`src/rtl/pbm_pkg.sv`:
```
// Shared constants, mode codes and the blend color table for the blend channel.
package pbm_pkg;

	localparam logic [16:0] FX_ONE = 17'h10000;
	localparam logic [16:0] FX_HALF = 17'h08000;

	localparam int unsigned DIV_STAGES = 4;
	localparam int unsigned DIV_STEPS = 4;

	// floor(d/100) = (d*RECIP_100) >> RECIP_SHIFT, exact for d below 2**23
	localparam logic [23:0] RECIP_100 = 24'd10737419;
	localparam int unsigned RECIP_SHIFT = 30;
	localparam logic [6:0] PCT_MAX = 7'd100;

	typedef enum logic [3:0] {
		MODE_NORMAL    = 4'd0,
		MODE_MULTIPLY  = 4'd1,
		MODE_LINBURN   = 4'd2,
		MODE_DARKEN    = 4'd3,
		MODE_COLORBURN = 4'd4,
		MODE_LIGHTEN   = 4'd5,
		MODE_SCREEN    = 4'd6,
		MODE_OVERLAY   = 4'd7,
		MODE_SOFT      = 4'd8,
		MODE_HARD      = 4'd9,
		MODE_LINDODGE  = 4'd10,
		MODE_PASS      = 4'd11
	} mode_t;

	typedef logic [16:0] ytbl_t [256];

	// round(s*ONE/255)
	function automatic ytbl_t gen_ytbl();
		ytbl_t t;
		for (int i = 0; i < 256; i++) begin
			t[i] = 17'(((i * 65536) + 127) / 255);
		end
		return t;
	endfunction

	localparam ytbl_t Y_TBL = gen_ytbl();

endpackage

```
`src/rtl/pbm_div.sv`:
```
// Pipelined restoring divider: 16 quotient bits, four bits per stage.
module pbm_div (
	input  logic        clk,
	input  logic        en,
	input  logic [16:0] num,
	input  logic [15:0] low,
	input  logic [16:0] den,
	output logic [15:0] quo
);
	import pbm_pkg::*;

	typedef struct packed {
		logic [16:0] rem;
		logic [15:0] low;
		logic [16:0] den;
		logic [15:0] quo;
	} div_st_t;

	function automatic div_st_t div_steps(input div_st_t a);
		div_st_t     r;
		logic [17:0] r2;
		r = a;
		for (int i = 0; i < DIV_STEPS; i++) begin
			r2 = {r.rem, r.low[15]};
			r.low = {r.low[14:0], 1'b0};
			if (r2 >= {1'b0, r.den}) begin
				r2 = r2 - {1'b0, r.den};
				r.quo = {r.quo[14:0], 1'b1};
			end else begin
				r.quo = {r.quo[14:0], 1'b0};
			end
			r.rem = r2[16:0];
		end
		return r;
	endfunction

	div_st_t st_in [DIV_STAGES];
	div_st_t st_s  [DIV_STAGES];

	assign st_in[0] = '{rem: num, low: low, den: den, quo: 16'd0};

	for (genvar k = 1; k < DIV_STAGES; k++) begin : g_link
		assign st_in[k] = st_s[k-1];
	end

	always_ff @(posedge clk) begin
		if (en) begin
			for (int k = 0; k < DIV_STAGES; k++) begin
				st_s[k] <= div_steps(st_in[k]);
			end
		end
	end

	assign quo = st_s[DIV_STAGES-1].quo;

endmodule

```
`config.mk`:
```
export PLATFORM = sky130hd
export DESIGN_NAME = pbm_div
export DESIGN_NICKNAME = d
export VERILOG_FILES = /design/src/rtl/pbm_pkg.sv /design/src/rtl/pbm_div.sv
export SDC_FILE = /design/constraint.sdc
export NUM_CORES = 1
export LEC_CHECK = 0
export BUFFER_PORTS_ARGS = -buffer_cell sky130_fd_sc_hd__buf_2
export CORE_ASPECT_RATIO = 0.7
export CORE_MARGIN = 4
export CORE_UTILIZATION = 45
export DETAILED_ROUTE_END_ITERATION = 8
export PLACE_DENSITY_LB_ADDON = 0.05
export SYNTH_ARGS = -nofsm -noshare
export SYNTH_HDL_FRONTEND = slang
export SYNTH_SLANG_ARGS = --single-unit
```
`constraint.sdc`:
```
create_clock -name clk -period 29.3 [get_ports clk]
set_clock_uncertainty 0.2 [all_clocks]
set_input_delay 1.465 -clock clk [delete_from_list [all_inputs] [get_ports clk]]
set_output_delay 1.465 -clock clk [all_outputs]
set_load 0.01 [all_outputs]
```
; Yosys cells after proc, flatten, opt, wreduce, memory -nomap -nowiden
; Memories as Yosys holds them, arrays and structs flattened.
; Index checks and enable logic that the tools add are counted.
[totals]
ram_bits = 248
in_bits = 52
out_inout_bits = 16
ff_bits = 0
n_memories = 1
[op_classes]
n_mux = 54
addsub = 16
magnitude_cmp = 16
[mem_list]
columns = memory, words, width, rd, rd_ports_with_merged_regs, wr, line
row1 = st_s, 4, 62, 4, 0, 4, pbm_div.sv:38  ; div_st_t st_s [DIV_STAGES];
[op_table]
columns = operator, count
row1 = $mux 17, 32
row2 = $ge 18x17->1, 16
row3 = $sub 17x17->17, 16
row4 = $mux 16, 4
row5 = $mux 1, 18

; Logic depth before layout (Yosys ltp)
; An unclocked memory read counts as a cell.
[logic_depth]
depth_word = 13
depth_mapped = 51
depth_no_buf = 47

; Least setup slack after synthesis
; OpenSTA, ideal clock, no wires.
[synth_timing]
path_kind = input -> register
start = input low[15]
end = memory st_s[0][53] in the netlist's numbering (data pin)
required_time_ps = 28838
arrival_ps = 11252
cell_stages = 47
setup_time_ps = 262
n_path_buf = 7
setup_slack_ps = 17586
cell_sequence = inv_1 > ha_1 > inv_1 > fa_1 > a21oi_1 > o22ai_1 > o31ai_2 > a211oi_2 > clkbuf_1 > clkbuf_1 > mux2_2 > ha_1 > a21oi_1 > o21ai_0 > o21a_1 > o21ai_0 > a31oi_1 > a211o_1 > (+11 left out) > a221oi_2 > o21ai_2 > clkbuf_1 > nor2_1 > a21oi_1 > fa_1 > a21o_1 > a211oi_1 > nor2_1 > o211a_1 > o21a_1 > o21ai_0 > a211o_1 > nand2_1 > o21a_1 > a2111oi_4 > buf_6 > mux2_1
[synth_lines]
columns = element, line
row1 = from (decl), pbm_div.sv:6  ; input logic [15:0] low,
row2 = to (decl), pbm_div.sv:38

==> run_results.csv <==
group,metric,value,unit
grt,grt_max_degree,87,
worst_setup_path,path_max_fanout,27,
clocking,cts_resized,0,
synth,synth_area,19800,um^2
placed_design,place_area,20800,um^2
sta,tns,0,ps
sta,rsz0062_at_grt,"false",
detailed_routing,avgRoutedWirePerCell,18.8,um
synth,synth-seq-cells,166,
sta,period_share,42.4,%
flow_run,drv_cap,0,
sta,worst-slew-pin-transition,1030,ps
detailed_routing,drt_iter0_markers,1353,
floorplanning,num_io_pins,68,
layout,largest_registers,"st_s: 166 flops",
synth,syn_inst,2206,
layout,largest_reg_flops,166,
sta,post-route-min-period,12410,ps
clocking,numCtsBuffers,17,
clocking,clk_latency,460,ps
synth,async_flop_share,0,%
worst_setup_path,setup.worst_path.end_class,"flip-flop",
worst_setup_path,crit_type,"in2reg",
grt,grt_pass1_wl,84500,um
synth,ys_seq_area_share,25.2,%
layout,n_antenna_cell,0,
layout,largest-register,"st_s",
worst_setup_path,cp.arrival,12410,ps
sta,hold_ws,218,ps
floorplanning,floorplan.initialDensity,45.5,%
layout,area_growth,7.82,%
floorplanning,rows,64,
synth,synth_edf_count,166,
synth,synth_fp_nets,2545,
layout,fin_area,21400,um^2
layout,drive_gt1_share,12.4,%
layout,final_common_cell,"ha_1",
clocking,clockBufferDepth,2,
floorplanning,die_area,47500,um^2
synth,post_synth.cell_area_avg,8.98,um^2
placed_design,dpl_worst_slack,16490,ps
grt,antenna_found_initial,0,
layout,finalNetCount,2606,
grt,grt_pass1_vias,15300,
placed_design,place_hpwl,43900,um
synth,synthDistinctLibCells,76,
sta,final_max_slew_viol_count,0,
clocking,post_cts.repair.setup_buffers,0,
worst_setup_path,startpoint_type,"input port",
sta,fmax,80.6,MHz
sta,setup_viol,0,
clocking,cts.sinks,166,
clocking,cts.hold.buffers_added,0,
layout,fillCellCount,4191,
sta,final_hold_viol_count,0,
clocking,h-tree-depth,4,
floorplanning,coreArea,43600,um^2
detailed_routing,first_pass_iters,5,
detailed_routing,wirelength,54000,um
worst_setup_path,cp.required,29300,ps
placed_design,port-buffer-count,67,
grt,grt_usage,22.3,%
floorplanning,die_h,184,um
run_status,status,"complete, no violations",
detailed_routing,drc,0,
synth,yosysWarningCount,0,
clocking,cts.clk_slew.worst_paths,60,ps
detailed_routing,vias,16800,
clocking,tritoncts,"yes",
worst_setup_path,cp_slowest_cell,"a211o_1",
grt,overflow,0,
layout,final_cell_mix,"ha_1 (272), a21oi_1 (193), nor2_1 (169), edfxtp_1 (166), inv_1 (145)",
hold_path,hp-class,"reg2reg",
detailed_routing,postRouteAntennaNets,0,
sta,relSlewSlack,31.5,%
detailed_routing,routed_via_density,5.84,
placed_design,gp_congestion,0.917,
floorplanning,chipWidth,259,um
synth,synth_ff_type,"edfxtp_1",
worst_setup_path,slowest_delay,790,ps
sta,fin_ws,16890,ps
clocking,cts-root-buf,"clkbuf_16",
==> synthesized netlist by cell type, types with 9 or more instances <==
cell type / instances / area [um^2]
a211o_1: 9 / 78.8
a211oi_1: 25 / 188
a21o_1: 74 / 556
a21oi_1: 193 / 966
a31oi_1: 17 / 106
and2_1: 10 / 62.6
and3_1: 11 / 68.8
buf_2: 11 / 55.1
clkbuf_1: 21 / 78.8
edfxtp_1: 166 / 4980
fa_1: 15 / 300
ha_1: 272 / 3400
inv_1: 145 / 544
mux2_1: 10 / 113
mux2_2: 132 / 1490
mux2i_1: 19 / 190
nand2_1: 128 / 480
nand2b_1: 37 / 231
nand3_1: 41 / 205
nand4_1: 35 / 219
nor2_1: 169 / 634
nor2b_1: 41 / 257
nor3_1: 43 / 215
o21a_1: 49 / 368
o21ai_0: 132 / 661
o21bai_1: 24 / 180
o31ai_1: 19 / 143
or2_2: 18 / 113
or3_1: 13 / 81.3
xnor2_1: 129 / 1130
xor2_1: 61 / 534
==> layout make-up <==
type | instances | area (um^2) | share of cell area (%)
Tap cell | 594 | 743 | 3.48
Inverter | 150 | 563 | 2.64
Multi-Input combinational cell | 1854 | 14100 | 66.1
Timing Repair Buffer | 78 | 424 | 1.99
Sequential cell | 166 | 4980 | 23.3
Clock inverter | 13 | 98.8 | 0.463
Clock buffer | 18 | 429 | 2.01
==> cell families after synthesis <==
logic type | synth area share [%]
flops | 25.2
xor+xnor | 8.40
compound gates | 20.9
buf+inv | 3.63
mux | 9.03
fa+ha+maj | 18.7
simple gates | 14.2
==> worst max-delay path: cells and delay by family <==
family	cells	cell delay, ps
mux	2	760
simple gates	8	1480
buf+inv	5	1150
fa+ha+maj	4	1590
compound gates	23	5940
==> per-stage QoR <==
step	instances	utilization (%)
CTS	2873	49.0
finish	2873	49.0
detailed placement	2842	47.8
global placement	2842	47.8
global route	2873	49.0
floorplan	2206	-
==> layer usage <==
layer / track usage (%) / share of wire, % / up-vias
met5: 0 / 0 / -
met4: 5.52 / 2.0 / 0
met3: 2.51 / 4.8 / 56
met2: 31.5 / 40 / 443
met1: 35.7 / 53 / 7957
li1: - / - / 8334
==> final timing paths <==
kind,to,slack [ps],cells past startpoint,from
setup / recovery,st_s[0][59]$_DFFE_PP_,16890,42,den[1]
hold / removal,st_s[2][8]$_DFFE_PP_,220,0,st_s[1][4]$_DFFE_PP_
setup reg to reg,st_s[1][51]$_DFFE_PP_,17000,44,st_s[0][44]$_DFFE_PP_
hold reg to reg,st_s[2][8]$_DFFE_PP_,220,0,st_s[1][4]$_DFFE_PP_
Power is left out: the tool's default activity adds up to more than one toggle a clock period on the data nets, which glitch-free logic cannot reach.
